## src/design/iira_pkg.sv

```systemverilog
`timescale 1ns / 1ps
// ----------------------------------------------------------------------------
// iira_pkg
// Shared types and codes for the indexed insert/remove array.
// ----------------------------------------------------------------------------
package iira_pkg;

  localparam int unsigned CAPACITY_DEF = 64;
  localparam int unsigned FUNC_W       = 3;
  localparam int unsigned IDX_W        = 7;
  localparam int unsigned VAL_W        = 32;
  localparam int unsigned STAT_W       = 2;

  localparam logic [FUNC_W-1:0] FN_APPEND = 3'd0;
  localparam logic [FUNC_W-1:0] FN_INSERT = 3'd1;
  localparam logic [FUNC_W-1:0] FN_REMOVE = 3'd2;
  localparam logic [FUNC_W-1:0] FN_READ   = 3'd3;
  localparam logic [FUNC_W-1:0] FN_WRITE  = 3'd4;
  localparam logic [FUNC_W-1:0] FN_CLEAR  = 3'd5;

  localparam logic [STAT_W-1:0] ST_OK    = 2'd0;
  localparam logic [STAT_W-1:0] ST_FULL  = 2'd1;
  localparam logic [STAT_W-1:0] ST_RANGE = 2'd2;
  localparam logic [STAT_W-1:0] ST_EMPTY = 2'd3;

  // What every cell does with the broadcast command
  typedef enum logic [2:0] {
    ACT_NONE,
    ACT_PUT,   // cell at pos takes the value
    ACT_INS,   // cell at pos takes the value, cells above take lower neighbor
    ACT_DEL,   // cells at pos and above take upper neighbor
    ACT_READ   // cell at pos drives its word onto the read row
  } iira_act_e;

  typedef struct packed {
    iira_act_e         act;
    logic [VAL_W-1:0]  value;
  } iira_ctrl_t;

endpackage

```

## src/design/iira_cell.sv

```systemverilog
`timescale 1ns / 1ps
// ----------------------------------------------------------------------------
// iira_cell
// One storage slot of the array; shifts with its neighbors on insert/remove.
// ----------------------------------------------------------------------------
module iira_cell import iira_pkg::*; #(
  parameter int unsigned PW  = 7,
  parameter int unsigned POS = 0
) (
  input  logic             clk_i,
  input  logic             en_i,
  input  iira_ctrl_t       ctrl_i,
  input  logic [PW-1:0]    pos_i,
  input  logic [VAL_W-1:0] lower_i,
  input  logic [VAL_W-1:0] upper_i,
  output logic [VAL_W-1:0] data_o,
  output logic [VAL_W-1:0] rd_o
);

  localparam logic [PW-1:0] MY_POS = PW'(POS);

  logic [VAL_W-1:0] data_q, data_d;
  logic [VAL_W-1:0] rd_q, rd_d;
  logic             hit, above;

  assign hit   = (pos_i == MY_POS);
  assign above = (MY_POS > pos_i);

  always_comb begin
    data_d = data_q;
    rd_d   = '0;
    case (ctrl_i.act)
      ACT_PUT: begin
        if (hit) data_d = ctrl_i.value;
      end
      ACT_INS: begin
        if (hit) data_d = ctrl_i.value;
        else if (above) data_d = lower_i;
      end
      ACT_DEL: begin
        if (hit || above) data_d = upper_i;
      end
      ACT_READ: begin
        if (hit) rd_d = data_q;
      end
      default: ;
    endcase
  end

  always_ff @(posedge clk_i) begin
    if (en_i) begin
      data_q <= data_d;
      rd_q   <= rd_d;
    end
  end

  assign data_o = data_q;
  assign rd_o   = rd_q;

endmodule

```

## config.mk

```make
export PLATFORM = sky130hd
export DESIGN_NAME = iira_cell
export DESIGN_NICKNAME = d
export VERILOG_FILES = /design/src/design/iira_pkg.sv /design/src/design/iira_cell.sv
export SDC_FILE = /design/constraint.sdc
export NUM_CORES = 1
export LEC_CHECK = 0
export BUFFER_PORTS_ARGS = -buffer_cell sky130_fd_sc_hd__buf_2
export CAP_MARGIN = 30
export CORE_UTILIZATION = 40
export CTS_CLUSTER_DIAMETER = 30
export DETAILED_ROUTE_END_ITERATION = 6
export PLACE_DENSITY = 0.74
export RECOVER_POWER = 25
export SYNTH_ARGS = -nofsm -noshare
export SYNTH_HDL_FRONTEND = slang
export SYNTH_SLANG_ARGS = --single-unit
```

## constraint.sdc

```tcl
create_clock -name clk_i -period 8.1 [get_ports clk_i]
set_clock_uncertainty 0.15 [all_clocks]
set_input_delay 1.62 -clock clk_i [delete_from_list [all_inputs] [get_ports clk_i]]
set_output_delay 1.62 -clock clk_i [all_outputs]
set_load 0.01 [all_outputs]
```

After elaboration in Yosys (flattened, before gate mapping)
Cells that the tools add are included.
{"block": "classes", "n_lt_le_gt_ge": 1, "n_eq_ne": 7, "mux": 5, "n_reduce_logical": 5}
{"op": "2-to-1 mux 32 bit", "count": 4}
{"op": "case mux 32 bit (3 select lines)", "count": 1}
{"op": "> comparator 1 x 7 -> 1 bit (first input constant)", "count": 1}
{"op": "logical NOT 7 bit", "count": 1}
{"op": "== test 3 x 2 -> 1 bit (second input constant)", "count": 2}
{"op": "AND reduction 5 bit", "count": 1}
{"op": "inequality test 2 bit (second input constant)", "count": 2}
{"op": "== test 3 x 1 -> 1 bit (second input constant)", "count": 1}
{"op": "== test 3 bit (second input constant)", "count": 1}
{"op": "inequality test 3 bit (second input constant)", "count": 1}
{"op": "nonzero test 3 bit", "count": 1}
{"op": "AND reduction 2 bit", "count": 1}
{"op": "logical OR 1 bit", "count": 1}
{"block": "word_totals", "regBits": 64, "out_inout_bits": 64, "word_cells": 20}

Logic depth before layout (Yosys ltp)
{"block": "logic_depth", "ltp_word": 4, "mapped_depth": 5, "depth_no_buf": 3}

Worst setup path after synthesis
OpenSTA, ideal clock, no wires.
{"block": "synth_timing", "path_type": "in2reg", "from": "in pos_i[3]", "to": "reg data_q[0] (netlist: data_o[0]) (enable)", "arrival_time_ns": 3.168, "t_required_ns": 7.558, "setup_slack_ns": 4.390, "path_stages": 4, "path_cell_list": "nor4_4 and2_1 buf_4 and4bb_1"}
{"block": "synth_via", "elab_chain_cells": 4}
{"item": "start, declared", "line": "iira_cell.sv:13", "source": "input logic [PW-1:0] pos_i,"}
{"item": "> comparator 1 x 7 -> 1 bit / logical NOT 7 bit (equally long branches)", "line": "iira_cell.sv:27, iira_cell.sv:26"}
{"item": "logical OR 1 bit", "line": "iira_cell.sv:41", "source": "if (hit || above) data_d = upper_i;"}
{"item": "inequality test 2 bit (no line)"}
{"item": "AND reduction 5 bit (no line) (*)"}
{"item": "end signal, assigned", "line": "iira_cell.sv:52", "source": "data_q <= data_d;"}
{"item": "end, declared", "line": "iira_cell.sv:22", "source": "logic [VAL_W-1:0] data_q, data_d;"}
Every way passes the cells marked *; elsewhere a longest branch is shown, timed or not.
A chain may end at the register's enable or synchronous reset.

Worst setup path after layout
{"block": "layout_timing", "from": "in pos_i[3]", "to": "reg data_q[16] (netlist: data_o[16]) (enable)"}
The elaborated chain is that of the path after synthesis.

==> impl_summary.log <==
INFO  metric grt_first_pass_wirelength = 14500 um
INFO  metric tritoncts_clock_tree = built
INFO  metric cts_root_buffer = sky130_fd_sc_hd__clkbuf_8
INFO  metric initial_utilization = 0.412
INFO  metric postSynthNetCount = ~400
INFO  metric setup_slack_on_the_worst_flop_to_flop_path = 7120 ps
INFO  metric holdCritStartpoint = data_o[9]$_DFFE_PP_
INFO  metric finalSetupTns = 0 ps
INFO  metric drtIter0Drc = ~110
INFO  metric hold_viol = 0
INFO  metric reg2regPathDepth = 1
INFO  metric worst_r2r_endpoint = rd_o[3]$_SDFFCE_PN0P_
INFO  metric worst_hold_path_type = reg -> reg
INFO  metric ctsLongestPathBuffers = 2
INFO  metric timing.final.max_slew_violations = 34
INFO  metric achievable-frequency = 226 MHz
INFO  metric global_route.usage.total = 0.213
INFO  metric synth_cell_types = 19
INFO  metric die-width = between 90 and 100 um
INFO  metric buffer_ports.inserted = 171
INFO  metric detailed_place_hpwl = about 6900 um
INFO  metric filler_cell_count = ~790
INFO  metric cts.sink_count = 64
INFO  metric critical_path.reg2reg.startpoint = data_o[3]$_DFFE_PP_
INFO  metric wl = about 10000 um
INFO  metric routed_via_density = approximately 5.5
INFO  metric clkSlewWorstSetupHoldPaths = ~70 ps
INFO  metric dr.pass1.iters = 4
INFO  metric worstMarginPinSlew = 1900 ps
INFO  metric status = finished, violations left
INFO  metric slew_headroom = -0.266
INFO  metric floorplan.die_area = approximately 9300 um2
INFO  metric finalWorstPathRequiredPeriod = roughly 4400 ps
INFO  metric yosysWarnings = 0
INFO  metric worst_ep_arrival_time = 4240 ps
INFO  metric design.core.area = roughly 8700 um2
INFO  metric ctsHoldBuffers = 0
INFO  metric drv.max_cap_violation_count = 1
INFO  metric layout-drive-gt1-share = 0.454
INFO  metric type_of_element_capturing_the_critical_path = register
INFO  metric number_of_antenna_violations_at_the_first_check_in_global_routing = 1
INFO  metric h-tree-depth = 3
INFO  metric detailroute.via_count = ~3100
INFO  metric ioPinCount = ~170
INFO  metric grt_max_degree = between 60 and 70
INFO  metric p_per_area = 156 nW/um2
INFO  metric critPathLaunchType = input port
INFO  metric seqCellArea = 1920 um2
INFO  metric syn_to_final_growth = 28.3%
INFO  metric setup_ws = between 3000 and 4000 ps
INFO  metric post-cts-setup-buffers = 0
INFO  metric path_max_fanout = 34
INFO  metric drcViolationCount = 0
INFO  metric synth_cells = just under 300
INFO  metric mappedNetlistArea = 3570 um2
INFO  metric hold_depth = 1
INFO  metric clock_insertion_delay_worst_skew = between 300 and 400 ps
INFO  metric timing.setup.critical_path_class = in -> reg
INFO  metric overflow = 0
INFO  metric mostFrequentLayoutCell = sky130_fd_sc_hd__buf_2
INFO  metric dr_wl_cell = 17.7 um
INFO  metric ys_seq_elements = 64
INFO  metric setup_violations_final = 0
INFO  metric finalWeightedCongestion = between 0.8 and 0.9
INFO  metric pre_cts_slack = between 3000 and 4000 ps
INFO  metric number_of_buffers_created_by_cts = 9
INFO  metric die_h = between 90 and 100 um
INFO  metric ys_seq_area_frac = 0.538
INFO  metric hold-path-endpoint = rd_o[9]$_SDFFCE_PN0P_
INFO  metric floorplan.rows = 34
INFO  metric unrepaired_setup_endpoints_after_global_routing = no
INFO  metric p_leak = 0.00194 uW
INFO  metric failed_checks = capacitance limit, slew limit
INFO  metric cts.repair.resized = 0
INFO  metric finalNetCount = 558
INFO  metric postSynthAreaPerCell = 12.1 um2
INFO  metric grt_pass1_vias = a little under 3000
INFO  metric final.period_utilization = 0.546
INFO  metric crit_required = around 8000 ps
INFO  metric postRouteAntennaNets = 0
INFO  metric most_frequent_cells_in_the_layout = sky130_fd_sc_hd__buf_2, sky130_fd_sc_hd__edfxtp_1
INFO  metric vdd.ir_drop.worst = 0.0000541 V
INFO  metric multi_input_area = 1480 um2
-- routing by layer --
layer / track usage / wire, um
met4: 0.0784 / 119
met3: 0.0477 / 681
met2: 0.351 / 4820
met1: 0.273 / 4340
met5: 0 / 0
-- critical path, stage by stage --
cell and delay (ps):
sky130_fd_sc_hd__buf_2 110, sky130_fd_sc_hd__nor4_4 250, sky130_fd_sc_hd__buf_4 390, sky130_fd_sc_hd__and2_2 870, sky130_fd_sc_hd__and4bb_2 960
-- power breakdown --
part,leakage [uW],internal (uW),switching [uW]
sequential,0.000623,370,1.15
combinational,0.00123,39.0,47.5
clock,0.0000914,136,119
-- area by class of cell --
cell class	count	share of cell area
Tap cell	108	0.0295
Antenna cell	1	0.000546
Multi-Input combinational cell	200	0.324
Sequential cell	64	0.419
Clock buffer	9	0.0270
Clock inverter	6	0.0112
Timing Repair Buffer	175	0.189
-- sequential cells by signal (all words and copies together) (netlist names) --
name and count:
rd_o 32, data_o 32
-- cells in the mapped netlist (all sizes together) --
master | n | share of area
and4bb | 1 | 0.0035
edfxtp | 64 | 0.54
nand2 | 32 | 0.034
o211ai | 32 | 0.11
and2 | 33 | 0.058
and4 | 1 | 0.0032
nor3b | 1 | 0.0021
nor2 | 1 | 0.0010
a21oi | 32 | 0.045
nor3 | 1 | 0.0028
nand2b | 1 | 0.0018
and4b | 32 | 0.090
nand4 | 32 | 0.056
nor4 | 1 | 0.0060
clkbuf | 16 | 0.017
buf | 16 | 0.034
-- metrics by stage --
step | area, um2 | hold WS, ps | power (uW) | cells | utilization
after floorplan | 3570 | 450 | 420 | 296 | -
after global placement | 4430 | 382 | 463 | 547 | 0.510
after detailed placement | 4430 | 387 | 465 | 547 | 0.510
after CTS | 4600 | 403 | 719 | 562 | 0.530
after global routing | 4580 | 423 | 742 | 562 | 0.528
final | 4580 | 401 | 713 | 563 | 0.528
-- kinds of logic (layout without fill, tap and decap cells) --
group,Yosys count,count (layout),share of synthesized area
buf+inv,32,190,0.0504
other cells,0,1,0
simple gates,136,136,0.257
compound gates,64,64,0.154
flops,64,64,0.538
-- how the worst max path moves through the flow --
stage / startpoint / to / slack, ps
final: pos_i[3] / data_o[16]$_DFFE_PP_ / 3680
after global routing: pos_i[3] / data_o[19]$_DFFE_PP_ / 3500
after CTS: pos_i[3] / data_o[29]$_DFFE_PP_ / 3690
after detailed placement: pos_i[3] / data_o[9]$_DFFE_PP_ / 3320
after global placement: pos_i[3] / data_o[6]$_DFFE_PP_ / 3400
after floorplan: pos_i[3] / data_o[0]$_DFFE_PP_ / 4390
(Power assumes the default switching activity.)
